`src/rtl/core/threshold_centroid_finder_defines.svh`:
```
// ----------------------------------------------------------------------------
// threshold centroid finder assertion macros
// Shared concurrent assertion forms for the centroid finder modules.
// ----------------------------------------------------------------------------
`ifndef THRESHOLD_CENTROID_FINDER_DEFINES_SVH
`define THRESHOLD_CENTROID_FINDER_DEFINES_SVH

// same-cycle implication, checked outside reset
`define TCF_ASSERT_IMP(lbl, clk_s, rst_s, ante, cons) \
    lbl: assert property (@(posedge clk_s) disable iff (!rst_s) (ante) |-> (cons)) \
        else $error("centroid finder assertion failed");

// next-cycle implication, checked outside reset
`define TCF_ASSERT_NXT(lbl, clk_s, rst_s, ante, cons) \
    lbl: assert property (@(posedge clk_s) disable iff (!rst_s) (ante) |=> (cons)) \
        else $error("centroid finder assertion failed");

`endif

```
`src/rtl/core/tcf_pkg.sv`:
```
// ----------------------------------------------------------------------------
// tcf_pkg
// Types and fixed constants shared by the centroid finder modules.
// ----------------------------------------------------------------------------
`default_nettype none

package tcf_pkg;

    // fixed field widths
    localparam int PIX_W      = 8;
    localparam int THR_W      = 9;
    localparam int DIM_W      = 13;
    localparam int CEN_W      = 12;
    localparam int CFG_IDX_W  = 2;
    localparam int CFG_DATA_W = 13;

    // register reset values
    localparam logic [THR_W-1:0] THRESHOLD_RESET = THR_W'(125);
    localparam logic [DIM_W-1:0] WIDTH_RESET     = DIM_W'(640);
    localparam logic [DIM_W-1:0] HEIGHT_RESET    = DIM_W'(480);

    // register indexes
    localparam logic [CFG_IDX_W-1:0] REG_THRESHOLD = CFG_IDX_W'(0);
    localparam logic [CFG_IDX_W-1:0] REG_WIDTH     = CFG_IDX_W'(1);
    localparam logic [CFG_IDX_W-1:0] REG_HEIGHT    = CFG_IDX_W'(2);

    // controller states
    typedef enum logic [1:0] {
        ST_RUN,
        ST_DIVIDE,
        ST_LOAD
    } tcf_state_t;

    // controller to datapath
    typedef struct packed {
        logic pixel_take;
        logic div_start;
        logic div_step;
        logic result_load;
    } tcf_cmd_t;

    // datapath to controller
    typedef struct packed {
        logic last_pixel;
    } tcf_status_t;

endpackage

`default_nettype wire

```
`src/rtl/core/tcf_datapath.sv`:
```
// ----------------------------------------------------------------------------
// tcf_datapath
// Config registers, raster position, bright sums and the shared divider.
// ----------------------------------------------------------------------------
`default_nettype none
`include "threshold_centroid_finder_defines.svh"

module tcf_datapath
    import tcf_pkg::*;
#(
    parameter int MAX_WIDTH  = 4096,
    parameter int MAX_HEIGHT = 4096,
    parameter int COL_W      = 12,
    parameter int ROW_W      = 12,
    parameter int CNT_W      = 25,
    parameter int SUM_W      = 36
)
(
    input  wire logic                  clk,
    input  wire logic                  rst_n,
    input  wire logic                  cfg_valid,
    input  wire logic [CFG_IDX_W-1:0]  cfg_index,
    input  wire logic [CFG_DATA_W-1:0] cfg_data,
    input  wire logic [PIX_W-1:0]      pixel_value,
    input  wire tcf_cmd_t              cmd,
    output tcf_status_t                status,
    output logic [CEN_W-1:0]           centroid_x,
    output logic [CEN_W-1:0]           centroid_y
);

    localparam int WB_W  = $clog2(MAX_WIDTH + 1);
    localparam int HB_W  = $clog2(MAX_HEIGHT + 1);
    localparam int EXT_A = (WB_W > HB_W) ? WB_W : HB_W;
    localparam int EXT_W = (EXT_A > DIM_W) ? EXT_A : DIM_W;
    localparam int QX_W  = (SUM_W > CEN_W) ? SUM_W : CEN_W;

    logic [THR_W-1:0] thr_reg;
    logic [DIM_W-1:0] width_reg;
    logic [DIM_W-1:0] height_reg;

    logic [COL_W-1:0] col_reg;
    logic [ROW_W-1:0] row_reg;
    logic [SUM_W-1:0] col_sum_reg;
    logic [SUM_W-1:0] row_sum_reg;
    logic [CNT_W-1:0] count_reg;

    logic [SUM_W-1:0] cq_col_reg;
    logic [SUM_W-1:0] cq_row_reg;
    logic [CNT_W-1:0] cr_col_reg;
    logic [CNT_W-1:0] cr_row_reg;
    logic [CNT_W-1:0] div_reg;
    logic             zero_reg;

    logic [CEN_W-1:0] centroid_x_reg;
    logic [CEN_W-1:0] centroid_y_reg;

    logic [EXT_W-1:0] w_eff;
    logic [EXT_W-1:0] h_eff;
    logic [EXT_W-1:0] w_last;
    logic [EXT_W-1:0] h_last;
    logic             row_end;
    logic             frame_end;
    logic             bright;

    logic [SUM_W-1:0] col_sum_next;
    logic [SUM_W-1:0] row_sum_next;
    logic [CNT_W-1:0] count_next;

    logic [CNT_W:0]   trial_col;
    logic [CNT_W:0]   trial_row;
    logic [CNT_W:0]   diff_col;
    logic [CNT_W:0]   diff_row;
    logic             fit_col;
    logic             fit_row;
    logic [QX_W-1:0]  qx_col;
    logic [QX_W-1:0]  qx_row;

    // configuration registers
    always_ff @(posedge clk or negedge rst_n)
    begin
        if (!rst_n)
        begin
            thr_reg    <= THRESHOLD_RESET;
            width_reg  <= WIDTH_RESET;
            height_reg <= HEIGHT_RESET;
        end
        else if (cfg_valid)
        begin
            case (cfg_index)
                REG_THRESHOLD: thr_reg    <= cfg_data[THR_W-1:0];
                REG_WIDTH:     width_reg  <= cfg_data[DIM_W-1:0];
                REG_HEIGHT:    height_reg <= cfg_data[DIM_W-1:0];
                default:       ;
            endcase
        end
    end

    // clamp frame size to one and to the maximum
    always_comb
    begin
        if (width_reg == '0)
            w_eff = EXT_W'(1);
        else if (EXT_W'(width_reg) > EXT_W'(MAX_WIDTH))
            w_eff = EXT_W'(MAX_WIDTH);
        else
            w_eff = EXT_W'(width_reg);

        if (height_reg == '0)
            h_eff = EXT_W'(1);
        else if (EXT_W'(height_reg) > EXT_W'(MAX_HEIGHT))
            h_eff = EXT_W'(MAX_HEIGHT);
        else
            h_eff = EXT_W'(height_reg);
    end

    // end of row and end of frame
    assign w_last    = w_eff - EXT_W'(1);
    assign h_last    = h_eff - EXT_W'(1);
    assign row_end   = EXT_W'(col_reg) >= w_last;
    assign frame_end = row_end && (EXT_W'(row_reg) >= h_last);
    assign status.last_pixel = frame_end;

    // bright test and accumulation
    assign bright       = {1'b0, pixel_value} >= thr_reg;
    assign col_sum_next = col_sum_reg + (bright ? SUM_W'(col_reg) : '0);
    assign row_sum_next = row_sum_reg + (bright ? SUM_W'(row_reg) : '0);
    assign count_next   = count_reg + CNT_W'(bright);

    // raster position and sums
    always_ff @(posedge clk or negedge rst_n)
    begin
        if (!rst_n)
        begin
            col_reg     <= '0;
            row_reg     <= '0;
            col_sum_reg <= '0;
            row_sum_reg <= '0;
            count_reg   <= '0;
        end
        else if (cmd.pixel_take)
        begin
            if (frame_end)
            begin
                col_reg     <= '0;
                row_reg     <= '0;
                col_sum_reg <= '0;
                row_sum_reg <= '0;
                count_reg   <= '0;
            end
            else
            begin
                col_sum_reg <= col_sum_next;
                row_sum_reg <= row_sum_next;
                count_reg   <= count_next;
                if (!row_end)
                begin
                    col_reg <= col_reg + COL_W'(1);
                end
                else
                begin
                    col_reg <= '0;
                    row_reg <= row_reg + ROW_W'(1);
                end
            end
        end
    end

    // restoring divide step, both sums share the divisor
    assign trial_col = {cr_col_reg, cq_col_reg[SUM_W-1]};
    assign trial_row = {cr_row_reg, cq_row_reg[SUM_W-1]};
    assign diff_col  = trial_col - {1'b0, div_reg};
    assign diff_row  = trial_row - {1'b0, div_reg};
    assign fit_col   = trial_col >= {1'b0, div_reg};
    assign fit_row   = trial_row >= {1'b0, div_reg};

    // divider registers
    always_ff @(posedge clk)
    begin
        if (cmd.div_start)
        begin
            cq_col_reg <= col_sum_next;
            cq_row_reg <= row_sum_next;
            cr_col_reg <= '0;
            cr_row_reg <= '0;
            div_reg    <= count_next;
            zero_reg   <= (count_next == '0);
        end
        else if (cmd.div_step)
        begin
            cq_col_reg <= {cq_col_reg[SUM_W-2:0], fit_col};
            cq_row_reg <= {cq_row_reg[SUM_W-2:0], fit_row};
            cr_col_reg <= fit_col ? diff_col[CNT_W-1:0] : trial_col[CNT_W-1:0];
            cr_row_reg <= fit_row ? diff_row[CNT_W-1:0] : trial_row[CNT_W-1:0];
        end
    end

    // result register
    assign qx_col = QX_W'(cq_col_reg);
    assign qx_row = QX_W'(cq_row_reg);

    always_ff @(posedge clk)
    begin
        if (cmd.result_load)
        begin
            centroid_x_reg <= zero_reg ? '0 : qx_col[CEN_W-1:0];
            centroid_y_reg <= zero_reg ? '0 : qx_row[CEN_W-1:0];
        end
    end

    assign centroid_x = centroid_x_reg;
    assign centroid_y = centroid_y_reg;

    // checks
    `TCF_ASSERT_NXT(a_frame_clear, clk, rst_n, cmd.pixel_take && frame_end,
        col_reg == '0 && row_reg == '0 && count_reg == '0)
    `TCF_ASSERT_NXT(a_count_step, clk, rst_n, cmd.pixel_take && !frame_end,
        count_reg == $past(count_next))
    `TCF_ASSERT_IMP(a_rem_below_div, clk, rst_n, cmd.div_step && !zero_reg,
        cr_col_reg < div_reg && cr_row_reg < div_reg)

endmodule

`default_nettype wire

```
`src/rtl/core/tcf_controller.sv`:
```
// ----------------------------------------------------------------------------
// tcf_controller
// Sequences pixel intake, the per-frame divide and the result handoff.
// ----------------------------------------------------------------------------
`default_nettype none
`include "threshold_centroid_finder_defines.svh"

module tcf_controller
    import tcf_pkg::*;
#(
    parameter int DIV_STEPS = 36
)
(
    input  wire logic        clk,
    input  wire logic        rst_n,
    input  wire logic        pixel_valid,
    output logic             pixel_stall,
    output logic             centroid_valid,
    input  wire logic        centroid_stall,
    input  wire tcf_status_t status,
    output tcf_cmd_t         cmd
);

    localparam int STEP_W = (DIV_STEPS > 1) ? $clog2(DIV_STEPS) : 1;

    tcf_state_t        state_reg;
    tcf_state_t        state_next;
    logic [STEP_W-1:0] step_reg;
    logic [STEP_W-1:0] step_next;
    logic              out_valid_reg;
    logic              out_valid_next;

    // state registers
    always_ff @(posedge clk or negedge rst_n)
    begin
        if (!rst_n)
        begin
            state_reg     <= ST_RUN;
            step_reg      <= '0;
            out_valid_reg <= 1'b0;
        end
        else
        begin
            state_reg     <= state_next;
            step_reg      <= step_next;
            out_valid_reg <= out_valid_next;
        end
    end

    // next state and commands
    always_comb
    begin
        state_next  = state_reg;
        step_next   = step_reg;
        cmd         = '0;
        pixel_stall = 1'b1;

        case (state_reg)
            ST_RUN:
            begin
                pixel_stall    = 1'b0;
                cmd.pixel_take = pixel_valid;
                if (pixel_valid && status.last_pixel)
                begin
                    cmd.div_start = 1'b1;
                    step_next     = '0;
                    state_next    = ST_DIVIDE;
                end
            end
            ST_DIVIDE:
            begin
                cmd.div_step = 1'b1;
                step_next    = step_reg + STEP_W'(1);
                if (step_reg == STEP_W'(DIV_STEPS - 1))
                    state_next = ST_LOAD;
            end
            ST_LOAD:
            begin
                if (!out_valid_reg || !centroid_stall)
                begin
                    cmd.result_load = 1'b1;
                    state_next      = ST_RUN;
                end
            end
            default:
            begin
                state_next = ST_RUN;
            end
        endcase
    end

    // output request flag
    always_comb
    begin
        if (cmd.result_load)
            out_valid_next = 1'b1;
        else if (out_valid_reg && !centroid_stall)
            out_valid_next = 1'b0;
        else
            out_valid_next = out_valid_reg;
    end

    assign centroid_valid = out_valid_reg;

    // checks
    `TCF_ASSERT_NXT(a_start_divide, clk, rst_n, cmd.div_start,
        state_reg == ST_DIVIDE && step_reg == '0)
    `TCF_ASSERT_NXT(a_load_valid, clk, rst_n, cmd.result_load, centroid_valid)
    `TCF_ASSERT_IMP(a_no_overwrite, clk, rst_n, cmd.result_load,
        !out_valid_reg || !centroid_stall)

endmodule

`default_nettype wire

```
`src/rtl/core/threshold_centroid_finder.sv`:
```
// ----------------------------------------------------------------------------
// threshold_centroid_finder
// Mean column and row of pixels at or above a threshold, one result per frame.
// ----------------------------------------------------------------------------
// throughput: one pixel per cycle inside a frame
// frame end: the last pixel starts a restoring divide of SUM_W steps (36 at
//   the default size), pixel input stalls during it and while the result loads
// result: loaded after the divide, once any earlier centroid has been taken
// reset: threshold 125, size 640 x 480, position, sums and count cleared
// ----------------------------------------------------------------------------
`default_nettype none

module threshold_centroid_finder
    import tcf_pkg::*;
#(
    parameter int MAX_WIDTH  = 4096,
    parameter int MAX_HEIGHT = 4096
)
(
    input  wire logic                  clk,
    input  wire logic                  rst_n,
    input  wire logic                  cfg_valid,
    output logic                       cfg_ready,
    input  wire logic [CFG_IDX_W-1:0]  cfg_index,
    input  wire logic [CFG_DATA_W-1:0] cfg_data,
    input  wire logic                  pixel_valid,
    output logic                       pixel_stall,
    input  wire logic [PIX_W-1:0]      pixel_value,
    output logic                       centroid_valid,
    input  wire logic                  centroid_stall,
    output logic [CEN_W-1:0]           centroid_x,
    output logic [CEN_W-1:0]           centroid_y
);

    localparam int COL_W = (MAX_WIDTH > 1) ? $clog2(MAX_WIDTH) : 1;
    localparam int ROW_W = (MAX_HEIGHT > 1) ? $clog2(MAX_HEIGHT) : 1;
    localparam longint unsigned PIX_MAX = longint'(MAX_WIDTH) * longint'(MAX_HEIGHT);
    localparam int LOG_PIX = (PIX_MAX > 2) ? $clog2(PIX_MAX) : 1;
    localparam int CNT_W = $clog2(PIX_MAX + 1);
    localparam int SUM_W = ((COL_W > ROW_W) ? COL_W : ROW_W) + LOG_PIX;

    tcf_cmd_t    cmd;
    tcf_status_t status;

    // registers are always writable
    assign cfg_ready = 1'b1;

    tcf_controller #(
        .DIV_STEPS (SUM_W)
    ) u_ctrl (
        .clk            (clk),
        .rst_n          (rst_n),
        .pixel_valid    (pixel_valid),
        .pixel_stall    (pixel_stall),
        .centroid_valid (centroid_valid),
        .centroid_stall (centroid_stall),
        .status         (status),
        .cmd            (cmd)
    );

    tcf_datapath #(
        .MAX_WIDTH  (MAX_WIDTH),
        .MAX_HEIGHT (MAX_HEIGHT),
        .COL_W      (COL_W),
        .ROW_W      (ROW_W),
        .CNT_W      (CNT_W),
        .SUM_W      (SUM_W)
    ) u_dp (
        .clk         (clk),
        .rst_n       (rst_n),
        .cfg_valid   (cfg_valid),
        .cfg_index   (cfg_index),
        .cfg_data    (cfg_data),
        .pixel_value (pixel_value),
        .cmd         (cmd),
        .status      (status),
        .centroid_x  (centroid_x),
        .centroid_y  (centroid_y)
    );

endmodule

`default_nettype wire
```
`config.mk`:
```
export PLATFORM = sky130hd
export DESIGN_NAME = threshold_centroid_finder
export DESIGN_NICKNAME = d
export VERILOG_FILES = /design/src/rtl/core/tcf_pkg.sv /design/src/rtl/core/tcf_datapath.sv /design/src/rtl/core/tcf_controller.sv /design/src/rtl/core/threshold_centroid_finder.sv
export VERILOG_INCLUDE_DIRS = /design/src /design/src/rtl/core
export SDC_FILE = /design/constraint.sdc
export NUM_CORES = 1
export LEC_CHECK = 0
export ABC_AREA = 1
export BUFFER_PORTS_ARGS = -buffer_cell sky130_fd_sc_hd__buf_2
export CAP_MARGIN = 15
export CORE_AREA = 3 3 196 198
export CTS_CLUSTER_DIAMETER = 120
export DETAILED_ROUTE_END_ITERATION = 10
export DIE_AREA = 0 0 199 201
export PLACE_DENSITY = 0.77
export SYNTH_ARGS = -nofsm -noshare
export SYNTH_HDL_FRONTEND = slang
export SYNTH_SLANG_ARGS = --single-unit
```
`constraint.sdc`:
```
create_clock -name clk -period 4.1 [get_ports clk]
set_input_delay 0.82 -clock clk [delete_from_list [all_inputs] [get_ports clk]]
set_output_delay 0.82 -clock clk [all_outputs]
set_load 0.02 [all_outputs]
```
==> results of run 1 <==
[worst max-delay path, cell delays in order, from the launching register on]
cell	delay (ps)
sky130_fd_sc_hd__dfstp_2	530
sky130_fd_sc_hd__inv_1	60
sky130_fd_sc_hd__ha_4	220
sky130_fd_sc_hd__a21oi_1	180
sky130_fd_sc_hd__o211ai_1	150
sky130_fd_sc_hd__nand3_1	110
sky130_fd_sc_hd__nand2_1	50
sky130_fd_sc_hd__nand3_1	60
sky130_fd_sc_hd__nand2_1	60
sky130_fd_sc_hd__a21oi_2	180
sky130_fd_sc_hd__nor2_4	70
sky130_fd_sc_hd__buf_12	140
sky130_fd_sc_hd__buf_4	150
sky130_fd_sc_hd__nand2_1	50
sky130_fd_sc_hd__inv_1	40
sky130_fd_sc_hd__ha_1	360
sky130_fd_sc_hd__a21oi_2	210
sky130_fd_sc_hd__nand2_2	90
sky130_fd_sc_hd__a21oi_2	230
sky130_fd_sc_hd__o21ai_2	120
sky130_fd_sc_hd__a21oi_4	230
sky130_fd_sc_hd__inv_2	90
sky130_fd_sc_hd__nand2_2	90
sky130_fd_sc_hd__xor2_1	200
sky130_fd_sc_hd__o21ai_1	120
[stage by stage]
| stage | cell area [sq um] | utilization, % |
|---|---|---|
| 4_1_cts | 24200 | 65.8 |
| 3_5_place_dp | 22900 | 62.3 |
| 3_3_place_gp | 22900 | 62.3 |
| 2_1_floorplan | 21200 | - |
| 5_1_grt | 24900 | 67.9 |
| 6_report | 24900 | 67.9 |
[cell usage in the layout, fill, tap and decap left out, drive strengths merged, types with 109 or more instances in the layout]
master  synthesis  layout
o21ai         274     274
nor2          249     249
inv           446     448
dfrtp         153     153
buf            50     214
xor2          122     122
nand3         109     109
edfxtp        122     122
ha            113     113
nand2         718     719
[power groups by stage]
stage | Sequential, mW | Clock, mW | Combinational, mW
5_1_grt | 5.27 | 3.51 | 5.67
2_1_floorplan | 5.02 | 0 | 3.20
6_report | 5.19 | 3.33 | 5.07
4_1_cts | 5.15 | 3.39 | 4.73
3_3_place_gp | 5.18 | 0 | 4.51
3_5_place_dp | 5.20 | 0 | 4.66
[cells by family (layout without fill, tap and decap cells)]
logic type / after synthesis / in the layout
adder cells (fa/ha/maj): 117 / 117
flip-flops: 337 / 337
XOR/XNOR: 154 / 154
other: 1 / 1
buffers and inverters: 526 / 735
AO/OA/AOI/OAI: 470 / 470
AND/OR/NAND/NOR: 1196 / 1197
[final cells by class]
type                       instances  area, sq um
clock buffer                      46          991
tap                              468          586
sequential                       337         8810
timing repair buffer             220         1830
fill                            2973        11800
inverter                         447         1680
multi-input combinational       1939        10800
clock inverter                    22          199
[metal layers]
layer | vias up | GRT usage, %
met5 | - | 0
met4 | 2 | 9.66
met3 | 121 | 3.81
met2 | 565 | 43.5
met1 | 8971 | 37.8
li1 | 9428 | -
[worst max path at each step]
stage / from / endpoint / slack (ps) / depth (start not counted)
2_1_floorplan: pixel_value[2] / u_dp.cq_col_reg[30]$_DFFE_PP_ / -20 / 22
3_3_place_gp: pixel_value[2] / u_dp.cq_row_reg[27]$_DFFE_PP_ / -410 / 26
3_5_place_dp: pixel_value[2] / u_dp.cq_row_reg[20]$_DFFE_PP_ / -440 / 24
4_1_cts: u_dp.width_reg[7]$_DFFE_PN1P_ / u_dp.cq_row_reg[11]$_DFFE_PP_ / 4 / 27
5_1_grt: u_dp.thr_reg[2]$_DFFE_PN1P_ / u_dp.cq_row_reg[22]$_DFFE_PP_ / -220 / 25
6_report: u_dp.thr_reg[2]$_DFFE_PN1P_ / u_dp.cq_row_reg[18]$_DFFE_PP_ / 50 / 24
[timing repair]
item / CTS / global route
cloned: 2 / 5
endpoints found under the setup margin: 12 / 340
gates resized for setup: 6 / 122
hold endpoints to repair: 0 / 0
setup buffers: 2 / 18
pin swaps: 1 / 35
==> run summary, run 1 <==
The flip-flop and latch count after synthesis was 337; the routed length per placed instance was 16.1 um. The run gives 314 ps as the final worst hold slack. Clock-pin slew was measured on the worst setup and hold paths at 60 ps. The detail route stage leaves a number of antenna-violating nets equal to 0. After floorplanning, the core was divided into 70 placement rows.

The critical-path maximum fanout was 7. The run gives 247 MHz as the fmax. After legalization and detailed placement, the total HPWL measured 38,500 um. The total clock buffers created by CTS came out at 38.

Once layout is complete, the cells apart from fillers number 3,479. Number of inserted diodes: 0. The run gives 19,100 as the number of vias after detailed routing. For the worst flop-to-flop path, the logic depth is 24. After synthesis, the most frequently instantiated cells are sky130_fd_sc_hd__nand2_1 (713), sky130_fd_sc_hd__inv_1 (444), sky130_fd_sc_hd__nor2_1 (246), sky130_fd_sc_hd__o21ai_0 (162), sky130_fd_sc_hd__dfrtp_1 (153). After detailed routing, the number of remaining DRC violations is 0. The run finished with clean final reports. The mapped netlist covers 0.0212 sq mm. The run gives 26,000 um as the detailed route wirelength on metal2. The design draws 13.6 mW. Post-route clock skew: 12.6 ps.

Once the floorplan was initialized, standard cells occupied 57.8% of the core. The ratio of total power to cell area was 546 mW/mm^2. The via count of the first global-routing pass is 18,400, and the part of the cycle the worst path needs is 98.8%. The register-to-register path setup slack is 50 ps, and the global-route wire length before repair is 89,300 um. Area share of the largest cell type after synthesis: 18.0%. The tools report the origin of the critical flop-to-flop path as u_dp.thr_reg[2]$_DFFE_PN1P_. The area of the die was 0.0400 sq mm; the total overflow reported by the global router was 0.

The simple-gate share of the synthesized area works out to 23.2%. The power dissipated by switching net loads came out at 5.17 mW. The class of the tightest hold or removal check was in2async. TritonCTS built the clock tree. The logic gate share of total power was 37.3%; the internal cell power was 8.42 mW. For the number of detailed-route iterations in the first pass, the log shows 6. After synthesis, the cell types taking the most area are sky130_fd_sc_hd__dfrtp_1 (18%), sky130_fd_sc_hd__edfxtp_1 (17%), sky130_fd_sc_hd__nand2_1 (13%), sky130_fd_sc_hd__inv_1 (7.9%), sky130_fd_sc_hd__ha_1 (6.7%). The logs give 0 for the hold buffer count at CTS and 560 ps for the clock latency reported for the late side of the worst-skew pair. Kind of start point of the critical path: a register. The most frequent cell after synthesis is sky130_fd_sc_hd__nand2_1.

The run gives 2,801 as the count of mapped cells out of synthesis. Summing the areas of all compound-gate instances in the mapped netlist gives 12.0% of the synthesized area. Cells with a size suffix above 1 make up 13.5% of the layout.

For the net count of the mapped netlist, the log shows 2,946. The tools report the cell count after placement as 3,383. Registers are responsible for 38.2% of the overall power. At the end of routability-driven placement, the weighted congestion stood at 0.955. The average size of a mapped cell was 7.58 sq um; the multiplexer share of the synthesized area was 0%. The master cell of the clock root buffer was sky130_fd_sc_hd__clkbuf_16. Endpoint kind of the worst setup timing path: a register. From synthesis to final layout, the design area changed by 17.4%.

The number of nets at the end of the flow is 3,128, and the net switching share of the total power is 38.1%. The initial antenna violation count came out at 1. In this run, the number of DRC markers left after iteration 0 of detailed routing was 1,600. Data arrives at the worst endpoint at 4350 ps. CTS built an H-tree with a depth of 2.

For the sequential element share of the synthesized area, the log shows 41.5%. After routing, the total negative slack on setup checks comes to 0 ps. For this design, the sink count on the clock tree is 337. The floorplan step set the die height to 201 um. Wires add up to 56,100 um. For this run, the number of Yosys warnings is 0. Setup repair after global routing could not meet its margin everywhere. The share of total power dissipated in the clock network is 24.5%. Summing the areas of all xor and xnor instances in the mapped netlist gives 6.36% of the synthesized area.

The proportion of synthesized flip-flops having asynchronous set or reset was 49.0%; the die width was 199 um. The number of unique standard cell types used by synthesis is 52, and the standard cell core area is 0.0367 sq mm. The most used flip-flop cell after synthesis is sky130_fd_sc_hd__dfrtp_1. The capture point of the worst reg-to-reg path is u_dp.cq_row_reg[18]$_DFFE_PP_. Highest metal layer used by the detailed router: met5.

The met3 layer wire length in the routed design came out at 3200 um. The most area-hungry cell type in the Yosys netlist is sky130_fd_sc_hd__dfrtp_1. For this run, the total global-route usage over all layers was measured as 27.2%. The count of input and output buffers is 53. Using the TritonRoute via totals, the vias-per-cell ratio works out to 5.49.

The number of flops mapped to enable cells by yosys works out to 122. The static leakage is 12.1 nW, and the minimum period implied by the final worst setup slack is 4050 ps. Summing the areas of all fa, ha and maj instances in the mapped netlist gives 7.04% of the synthesized area. The least setup slack across all paths after layout is 48.8 ps.

Number of primary I/O pins: 55. Setup violations remaining at the end of the flow were counted as 0. The worst slack at placement came out at -438 ps.

Routed metal-1 wire length: 25,100 um. Max-cap violations in this run came to 0. For the pin with the worst max-slew slack, the measured transition is 1150 ps.

Counting along the longest clock path gives a buffer depth of 3. The number of hold violations in the final report came out at 0. The setup path with the least slack is of type reg2reg. By area, the combinational part of the netlist is dominated by simple AND/OR/NAND/NOR gates. IR analysis of the VDD net gives a maximum drop of 0.000379 V. Data on the critical path is required at its endpoint by 4400 ps.

The headroom to the max-slew limit is 23.2%, and the largest net degree at the start of global routing is 83. The tools report the final-report max-slew violation count as 0.
Power figures use the tool's default switching activity.
==> run 2, diff against run 1 <==
--- a/config.mk
+++ b/config.mk
@@ -9,10 +9,10 @@
 export ABC_AREA = 1
 export BUFFER_PORTS_ARGS = -buffer_cell sky130_fd_sc_hd__buf_2
 export CAP_MARGIN = 15
-export CORE_AREA = 3 3 196 198
+export CORE_AREA = 2 2 195 197
 export CTS_CLUSTER_DIAMETER = 120
 export DETAILED_ROUTE_END_ITERATION = 10
-export DIE_AREA = 0 0 199 201
+export DIE_AREA = 0 0 197 199
 export PLACE_DENSITY = 0.77
 export SYNTH_ARGS = -nofsm -noshare
 export SYNTH_HDL_FRONTEND = slang
==> run 2 against run 1 <==
Total power rose by 4.0%. Clock skew rose by 5.2 ps. Sequential cell count did not move. Register-to-register slack barely moved. Critical path depth rose by 1. Die area fell by 2.0%. Via count rose by 1.0%. Utilization barely moved. Hold slack got worse by 17 ps. Non-clock buffer count rose by 21. Setup slack got worse by 6.4 ps.
==> run summary, run 2 (synthesis gave the netlist of run 1 again) <==
The run gives 337 (unchanged) as the number of clock sinks seen by CTS. The logs give 37.8% (+0.5 points) for the logic gate share of total power and 6 (unchanged) for the number of detailed-route iterations in the first pass. The aggregate global-route resource usage came out at 28.7% (+1.5 points). The total clock buffers created by CTS came out at 38 (unchanged). For the number of inserted diodes, the log shows 0 (unchanged).

The number of max-cap violations is 0 (unchanged), and the minimum period implied by the final worst setup slack is 4060 ps (+6.43 ps). The run gives 3,507 (+0.80%) as the post-layout instance count excluding filler cells. For the critical path arrival, the log shows 4480 ps (+130 ps). The power share of the sequential group was 36.8% (-1.4 points); the detailed router's first-iteration violation count was 1,644 (+2.8%). Part of the cycle the worst path needs: 99.0% (+0.16 points).

The fill cell instance count of the final layout is 3,003 (+1.0%), and the slew at the pin with the worst max-slew slack is 1130 ps (-20.8 ps). Number of nets still failing antenna checks after routing: 0 (unchanged). The fmax came out at 246 MHz (-0.16%). The global-route wire length before repair came out at 90,500 um (+1.3%). The run finished with clean final reports.

The chip height was 199 um (-1.0%); the global placer's final weighted congestion was 0.977 (+2.3%). The library cell used most frequently in the layout, excluding fill and tap cells, is sky130_fd_sc_hd__nand2_1. The largest stage delay on the critical path works out to 530 ps (about the same). The total overflow reported by the global router was 0 (unchanged). For the worst path required time, the log shows 4520 ps (+120 ps).

Setup repair after global routing could not meet its margin everywhere. The master cell of the clock root buffer is sky130_fd_sc_hd__clkbuf_16. TritonCTS built the clock tree. The final-report max-slew violation count came out at 0 (unchanged). Net switching share of the total power: 37.5% (-0.52 points). For the power dissipated by switching net loads, the log shows 5.31 mW (+2.6%). The share of cells above drive strength 1 is 13.7% (+0.30 points), and the via density per instance is 5.50 (+0.22%). The starting density of the core was 57.2% (-0.68 points). For the post-detailed-placement half-perimeter wirelength, the log shows 40,000 um (+4.0%). The number of primary I/O pins came out at 55 (unchanged). The top cell types in the final layout, fill and taps aside, are sky130_fd_sc_hd__nand2_1 (697), sky130_fd_sc_hd__inv_1 (441), sky130_fd_sc_hd__nor2_1 (231). Count of input and output buffers: 53 (unchanged). The clock-pin slew on the worst setup and hold paths was 60 ps (about the same). The die width is 197 um (-1.0%), and the number of placement rows is 71 (+1.4%).

For the DRC violation count after routing, the log shows 0 (unchanged). The tools report the internal cell power as 8.83 mW (+4.9%). The ratio of total power to cell area is 561 mW/mm^2 (+2.7%). The area growth from synthesis to layout is 18.8%.

The area of the die was 0.0392 sq mm (-2.0%); the number of setup violations in the final report was 0 (unchanged). The tools report the static leakage as 12.2 nW (+1.2%). The standard cell core area was 0.0371 sq mm (+1.2%); the largest net degree at the start of global routing was 84 (+1.2%). The standard cell with the maximum stage delay on the critical path is sky130_fd_sc_hd__dfstp_2. The via count of the first global-routing pass was 18,500 (+0.36%). The endpoint kind of the worst setup timing path is a register. The share of the core filled with cells is 67.9% (about the same). The worst setup path is launched from a register.

For the total wire length, the log shows 58,000 um (+3.4%). The number of vias after detailed routing was 19,300 (+1.0%); the post-route clock skew was 17.7 ps (+5.16 ps). The critical-path maximum fanout is 8 (+1), and the clock network power share is 25.4% (+0.9 points). The number of hold violations in the final report was 0 (unchanged). The cell count after placement is 3,398 (+0.44%), and the routed length per placed instance is 16.5 um (+2.6%). The worst setup path is of the reg2reg kind.

The class of the tightest hold or removal check was in2async. The H-tree depth came out at 2 (unchanged). For the headroom to the max-slew limit, the log shows 24.6% (+1.4 points). The post-route setup TNS came out at 0 ps (unchanged). The number of buffers on the longest clock path is 3 (unchanged). The number of nets at the end of the flow was 3,148 (+0.64%). The tools report the peak supply drop as 0.000433 V (+14%).

The clock latency reported for the late side of the worst-skew pair was 570 ps (about the same); the initial antenna violation count was 1 (unchanged).
==> run 2: final cells by class <==
type                    instances  area (sq um)  share of cell area, %
clock buffers                  50          1100                   4.36
clock inverters                20           218                  0.863
inverters                     447          1690                   6.68
flip-flops and latches        337          8810                   34.9
repair buffers                241          2070                   8.20
well taps                     474           593                   2.35
multi-input cells            1938         10700                   42.6
==> run 2: critical path: cells and delay by family, from the launching register on <==
| family | cells | cell delay, ps |
|---|---|---|
| and+or+nand+nor | 8 | 730 |
| DFF | 1 | 530 |
| adders and majority gates | 2 | 570 |
| buffers and inverters | 7 | 800 |
| xor gates and xnor gates | 1 | 170 |
| AOI/OAI and AO/OA | 7 | 1140 |
==> run 2: stage by stage <==
stage	total power, mW	hold WS [ps]	area, sq um	worst slack (ps)
global route	15.0	350	25200	-66.5
CTS	13.6	325	24400	8.05
floorplan	8.22	453	21200	-15.0
detailed placement	9.96	481	22900	-473
global placement	9.78	469	22900	-398
finish	14.1	297	25200	42.4
==> run 2: final timing paths <==
kind | to | slack (ps) | cells after the start | start
min in group clk | u_dp.thr_reg[5]$_DFFE_PN1P_ | 490 | 2 | u_dp.thr_reg[5]$_DFFE_PN1P_
max reg2reg | u_dp.cq_row_reg[12]$_DFFE_PP_ | 40 | 25 | u_dp.thr_reg[2]$_DFFE_PN1P_
min reg2reg | u_dp.thr_reg[5]$_DFFE_PN1P_ | 490 | 2 | u_dp.thr_reg[5]$_DFFE_PN1P_
min | u_dp.thr_reg[1]$_DFFE_PN0P_ | 300 | 1 | rst_n
max in group asynchronous | u_dp.col_sum_reg[32]$_DFFE_PN0P_ | 2820 | 2 | rst_n
max | u_dp.cq_row_reg[12]$_DFFE_PP_ | 40 | 25 | u_dp.thr_reg[2]$_DFFE_PN1P_
==> run 2: power groups by stage <==
stage          Sequential (mW)  Combinational (mW)  Clock, mW
5_1_grt                   5.28                5.93       3.77
3_3_place_gp              5.19                4.60          0
2_1_floorplan             5.02                3.20          0
4_1_cts                   5.16                4.85       3.64
6_report                  5.20                5.35       3.59
3_5_place_dp              5.21                4.76          0
==> run 2: per-layer routing <==
layer  up-vias  share of wire [%]  GRT usage (%)
li1       9490                  -              -
met1      9118                 43           37.8
met2       547                 49           49.3
met3       125                5.4           4.05
met4         2                2.9           8.72
met5         -              0.028              0
==> run 2: timing repair <==
action / 4_1_cts / 5_1_grt
pin swaps: 1 / 32
buffers inserted: 1 / 27
gates resized for setup: 17 / 113
endpoints found under the setup margin: 132 / 330
cloned: 2 / 8
hold buffers: 0 / 0
